===== src/wtlm_div.sv =====
`timescale 1ns / 1ps
module wtlm_div #(
    parameter int NW = 50,
    parameter int DW = 48
) (
    input  logic          i_clk,
    input  logic          i_rst_n,
    input  logic          i_start,
    input  logic [NW-1:0] i_num,
    input  logic [DW-1:0] i_den,
    output logic          o_busy,
    output logic [NW-1:0] o_quot
);

    localparam int CNTW = $clog2(NW + 1);

    logic            r_busy;
    logic [CNTW-1:0] r_cnt;
    logic [NW-1:0]   r_num;
    logic [DW-1:0]   r_den;
    logic [DW-1:0]   r_rem;
    logic [DW:0]     w_trial;
    logic [DW:0]     w_diff;
    logic            w_ge;

    assign w_trial = {r_rem, r_num[NW-1]};
    assign w_ge    = w_trial >= {1'b0, r_den};
    assign w_diff  = w_trial - {1'b0, r_den};

    always_ff @(posedge i_clk) begin
        if (!i_rst_n) begin
            r_busy <= 1'b0;
            r_cnt  <= '0;
        end else if (i_start) begin
            r_busy <= 1'b1;
            r_cnt  <= CNTW'(NW);
        end else if (r_busy) begin
            r_cnt <= r_cnt - 1'b1;
            if (r_cnt == CNTW'(1)) begin
                r_busy <= 1'b0;
            end
        end
    end

    always_ff @(posedge i_clk) begin
        if (i_start) begin
            r_num <= i_num;
            r_den <= i_den;
            r_rem <= '0;
        end else if (r_busy) begin
            r_rem <= w_ge ? w_diff[DW-1:0] : w_trial[DW-1:0];
            r_num <= {r_num[NW-2:0], w_ge};
        end
    end

    assign o_busy = r_busy;
    assign o_quot = r_num;

endmodule

===== config.mk =====
export PLATFORM = sky130hd
export DESIGN_NAME = wtlm_div
export DESIGN_NICKNAME = d
export VERILOG_FILES = /design/src/wtlm_div.sv
export SDC_FILE = /design/constraint.sdc
export NUM_CORES = 1
export LEC_CHECK = 0
export BUFFER_PORTS_ARGS = -buffer_cell sky130_fd_sc_hd__buf_2
export CORE_UTILIZATION = 35
export CTS_CLUSTER_SIZE = 25
export DETAILED_ROUTE_END_ITERATION = 16
export HOLD_SLACK_MARGIN = 0.08
export PLACE_DENSITY = 0.56
export SLEW_MARGIN = 10
export SYNTH_ARGS = -nofsm -noshare
export SYNTH_HDL_FRONTEND = slang
export SYNTH_SLANG_ARGS = --single-unit

===== constraint.sdc =====
create_clock -name i_clk -period 8.25 [get_ports i_clk]
set_clock_uncertainty 0.2 [all_clocks]
set_input_delay 0 -clock i_clk [delete_from_list [all_inputs] [get_ports i_clk]]
set_output_delay 0 -clock i_clk [all_outputs]
set_load 0.01 [all_outputs]

==> impl_metrics.tcl <==
set metrics [dict create \
    fp.coreArea_um2 25300 \
    synth.cells.most_frequent "119 x sky130_fd_sc_hd__nand2_1, 98 x sky130_fd_sc_hd__edfxtp_1, 81 x sky130_fd_sc_hd__nor2_1, 70 x sky130_fd_sc_hd__inv_1, 64 x sky130_fd_sc_hd__a21oi_1" \
    post-route-drc-count 0 \
    post-route-cell-area_um2 12300 \
    grt_pass1_vias 8183 \
    postSynth.topFlopCell "sky130_fd_sc_hd__edfxtp_1" \
    place_congestion 0.854 \
    combinationalPowerShare_pct 26.5 \
    numCtsBuffers 17 \
    critical_register_to_register_path_endpoint "o_quot[0]$_DFFE_PP_" \
    cp_max_fo 41 \
    floorplan.die.width_um 163 \
    critical_path.startpoint "r_den[6]$_DFFE_PP_" \
    min_path_type "in -> reg" \
    cp_data_required_time_ns 8.24 \
    clkLatencyLatePin_ns 0.45 \
    antennaDiodeCount 0 \
    postPlaceCellArea_um2 10000 \
    grt_pass1_wl_um 40600 \
    globalRoute.totalOverflow 0 \
    cp.buffers_inverters 2 \
    timing.critical_path.slowest_cell_delay_ns 0.57 \
    cts.root.buffer_cell "sky130_fd_sc_hd__clkbuf_16" \
    postCtsSetupRepairBufs 0 \
    yosys_warnings 0 \
    total_wirelength_of_the_detailed_routed_design_um 25000 \
    boundaryPins 152 \
    critical_path.cell_chain "inv_1 -> ha_1 -> a21oi_1 -> o21ai_0 -> a221oi_1 -> a21oi_1 -> o211ai_2 -> a21o_1 -> nand2_2 -> mux2_2 -> dlygate4sd3_1" \
    hold_violations 0 \
    critical_path_cell_count 11 \
    worst_pin_slew_ns 1.07 \
    cpLargestDelayFamily "compound AO/OA/AOI/OAI gates" \
    grt_start_max_net_pins 94 \
    design_power_total_mw 2.43 \
    die_outline_area_um2 26400 \
    buffer_ports.inserted 151 \
    timing.final.max_slew_violations 0 \
    finalNonFillerCells 1571 \
    post-synth-top-area-fraction_pct 32.6 \
    worst-r2r-setup-slack_ns 3.99 \
    synth.lib_cells_used.distinct 69 \
    total_via_count_in_the_routed_design 8066 \
    grt_setup_unrepaired "false" \
    setup.worst_path.end_class "flip-flop" \
    synth.yosys.seq_area_share_pct 44.8 \
    synthTopCellsByArea "sky130_fd_sc_hd__edfxtp_1 33%, sky130_fd_sc_hd__dfxtp_1 12%, sky130_fd_sc_hd__ha_1 6.9%, sky130_fd_sc_hd__mux2_2 6.2%, sky130_fd_sc_hd__nand2_1 5.0%" \
    cts.reportedPaths.clkPinSlew_ns 0.08 \
    p_sw_mw 0.798 \
    cpMaxStageDelayCell "sky130_fd_sc_hd__nand2_2" \
    cp-start-kind "flip-flop" \
    tritoncts "yes" \
    numClockSinks 153 \
    viasPerCell 5.13 \
    post_route_cells_drive_above_1_share_pct 20.7 \
    buffers_from_clock_root_to_sink_at_most 2 \
    dp_hpwl_um 16600 \
    synth_largest_area_cell "sky130_fd_sc_hd__edfxtp_1" \
    criticalPathCategory "reg -> reg" \
    synth_cells 937 \
    drtPass1Iterations 5 \
    final_worst_path_period_share_pct 51.7 \
    fp-row-count 58 \
    number_of_h_tree_levels 4 \
    slew_headroom_pct 28.8 \
    number_of_enable_flip_flop_cells_after_synthesis 98 \
    ys_ff_latch 153 \
    maxCapViolations 0 \
    fmax_mhz 235 \
    worstReg2RegStart "r_den[6]$_DFFE_PP_" \
    min_period_ns 4.26 \
    total_power_per_unit_cell_area_nw_per_um2 197 \
    status "finished, final reports clean" \
    post_synth.cell_area_avg_um2 9.63 \
    worst_r2r_path_depth 11 \
    netlist_area_um2 9020 \
    detail_route.iter0.violations 509 \
    synth.net_count 1089 \
    p_seq_share_pct 38.7 \
    worst_path_most_repeated_cell "sky130_fd_sc_hd__a21oi_1" \
    worst_setup_path_endpoint "o_quot[0]$_DFFE_PP_" \
    cellLeakagePower_nw 5.11 \
    wl_per_cell_um 15.9 \
    gr-usage-all-layers_pct 19.3 \
    antenna_left 0 \
    cell_internal_pwr_mw 1.63 \
    arrival_ns 4.26 \
    fin_nets 1380 \
    synthArstFlopShare_pct 0 \
    power.ir.vdd_worst_uv 114 \
    dp.cells 1374 \
    post-synth-top-count-cell "sky130_fd_sc_hd__nand2_1" \
    fin_tns_setup_ns 0 \
    timing.final.setup_violations 0 \
    power.switching_fraction_pct 32.9 \
    die_h_um 163 \
    clock_power_share_pct 34.8 \
    fin_hold_ws_ns 0.0835 \
    initial_utilization_pct 35.7 \
    grt_antenna_before_repair 0 \
    syn2layout_area_growth_pct 36.5 \
]
sequential cells by signal, summed over array words and instances, names as in the netlist:
| signal | count |
|---|---|
| r_den | 48 |
| r_rem | 48 |
| r_cnt | 6 |
| o_busy | 1 |
| o_quot | 50 |
placed cells by master, fill, tap and decap left out, types with 6 or more instances in the layout:
master	netlist	layout
sky130_fd_sc_hd__a211oi_1	11	11
sky130_fd_sc_hd__a21o_1	17	17
sky130_fd_sc_hd__a21oi_1	64	64
sky130_fd_sc_hd__a311oi_1	33	33
sky130_fd_sc_hd__a31oi_1	10	10
sky130_fd_sc_hd__and3_1	8	8
sky130_fd_sc_hd__buf_2	15	150
sky130_fd_sc_hd__clkbuf_16	0	17
sky130_fd_sc_hd__clkinv_8	0	7
sky130_fd_sc_hd__dfxtp_1	55	54
sky130_fd_sc_hd__dlygate4sd3_1	0	165
sky130_fd_sc_hd__edfxtp_1	98	98
sky130_fd_sc_hd__ha_1	50	50
sky130_fd_sc_hd__inv_1	70	69
sky130_fd_sc_hd__mux2_2	50	50
sky130_fd_sc_hd__nand2_1	119	119
sky130_fd_sc_hd__nand2b_1	6	6
sky130_fd_sc_hd__nand3_1	13	13
sky130_fd_sc_hd__nand4_1	11	11
sky130_fd_sc_hd__nor2_1	81	81
sky130_fd_sc_hd__nor2b_1	7	7
sky130_fd_sc_hd__nor3_1	9	9
sky130_fd_sc_hd__o211ai_1	6	6
sky130_fd_sc_hd__o21a_1	8	8
sky130_fd_sc_hd__o21ai_0	37	37
sky130_fd_sc_hd__o21bai_1	12	12
sky130_fd_sc_hd__xnor2_1	32	32
sky130_fd_sc_hd__xor2_1	12	12
worst register-to-register path, stage by stage, from the launching register on:
cell and delay (ns):
sky130_fd_sc_hd__edfxtp_1 0.33, sky130_fd_sc_hd__inv_1 0.04, sky130_fd_sc_hd__ha_1 0.32, sky130_fd_sc_hd__a21oi_1 0.29
sky130_fd_sc_hd__o21ai_0 0.15, sky130_fd_sc_hd__a221oi_1 0.37, sky130_fd_sc_hd__a21oi_1 0.18, sky130_fd_sc_hd__o211ai_2 0.22
sky130_fd_sc_hd__a21o_1 0.26, sky130_fd_sc_hd__nand2_2 0.57, sky130_fd_sc_hd__mux2_2 0.53, sky130_fd_sc_hd__dlygate4sd3_1 0.55
metal layers:
layer,vias up,global-route usage [%],wire (µm)
met5,-,0,0
met4,0,6.37,429
met3,35,4.25,1330
met2,223,32.6,11600
met1,3812,24.4,11600
li1,3996,-,-
power groups by stage:
stage          clock, mW  sequential, mW  combinational [mW]
6_report           0.844           0.938               0.643
3_3_place_gp           0           0.951               0.568
3_5_place_dp           0           0.951               0.567
2_1_floorplan          0           0.955               0.397
5_1_grt            0.894           0.946               0.710
4_1_cts            0.863           0.937               0.640
what timing repair did:
item                                   CTS  global route
hold buffers                           165             0
resized for setup                        0             0
endpoints found under the hold margin  124             0
area by class of cell:
cell class,instances,area [µm²]
Clock inverter,15,218
Multi-Input combinational cell,666,4510
Fill cell,2422,12900
Tap cell,330,413
Inverter,70,263
Timing Repair Buffer,320,2440
Clock buffer,17,425
Sequential cell,153,4050
logic make-up after synthesis:
| family | after synthesis | synth area share (%) |
|---|---|---|
| and+or+nand+nor | 279 | 13.9 |
| AOI/OAI and AO/OA | 239 | 18.1 |
| DFF | 153 | 44.8 |
| buffers and inverters | 118 | 5.17 |
| muxes | 53 | 6.57 |
| adders and majority gates | 51 | 7.16 |
| xor gates and xnor gates | 44 | 4.27 |
how the worst min path moves through the flow:
| stage | to | cells after the start | slack, ns | from |
|---|---|---|---|---|
| 2_1_floorplan | r_den[0]$_DFFE_PP_ | 0 | -0.10 | i_den[0] |
| 3_3_place_gp | r_den[39]$_DFFE_PP_ | 1 | -0.02 | i_den[39] |
| 3_5_place_dp | r_den[22]$_DFFE_PP_ | 1 | -0.02 | i_den[22] |
| 4_1_cts | r_den[43]$_DFFE_PP_ | 2 | 0.08 | i_den[43] |
| 5_1_grt | r_den[14]$_DFFE_PP_ | 2 | 0.08 | i_den[14] |
| 6_report | r_den[14]$_DFFE_PP_ | 2 | 0.08 | i_den[14] |
per-stage QoR:
stage          setup WS [ns]  util [%]
6_report                3.99      48.8
5_1_grt                 3.67      48.8
2_1_floorplan           5.05         -
4_1_cts                 3.98      48.8
3_3_place_gp            4.55      39.7
3_5_place_dp            4.54      39.7
No activity file was read; power rests on OpenSTA's default activity.
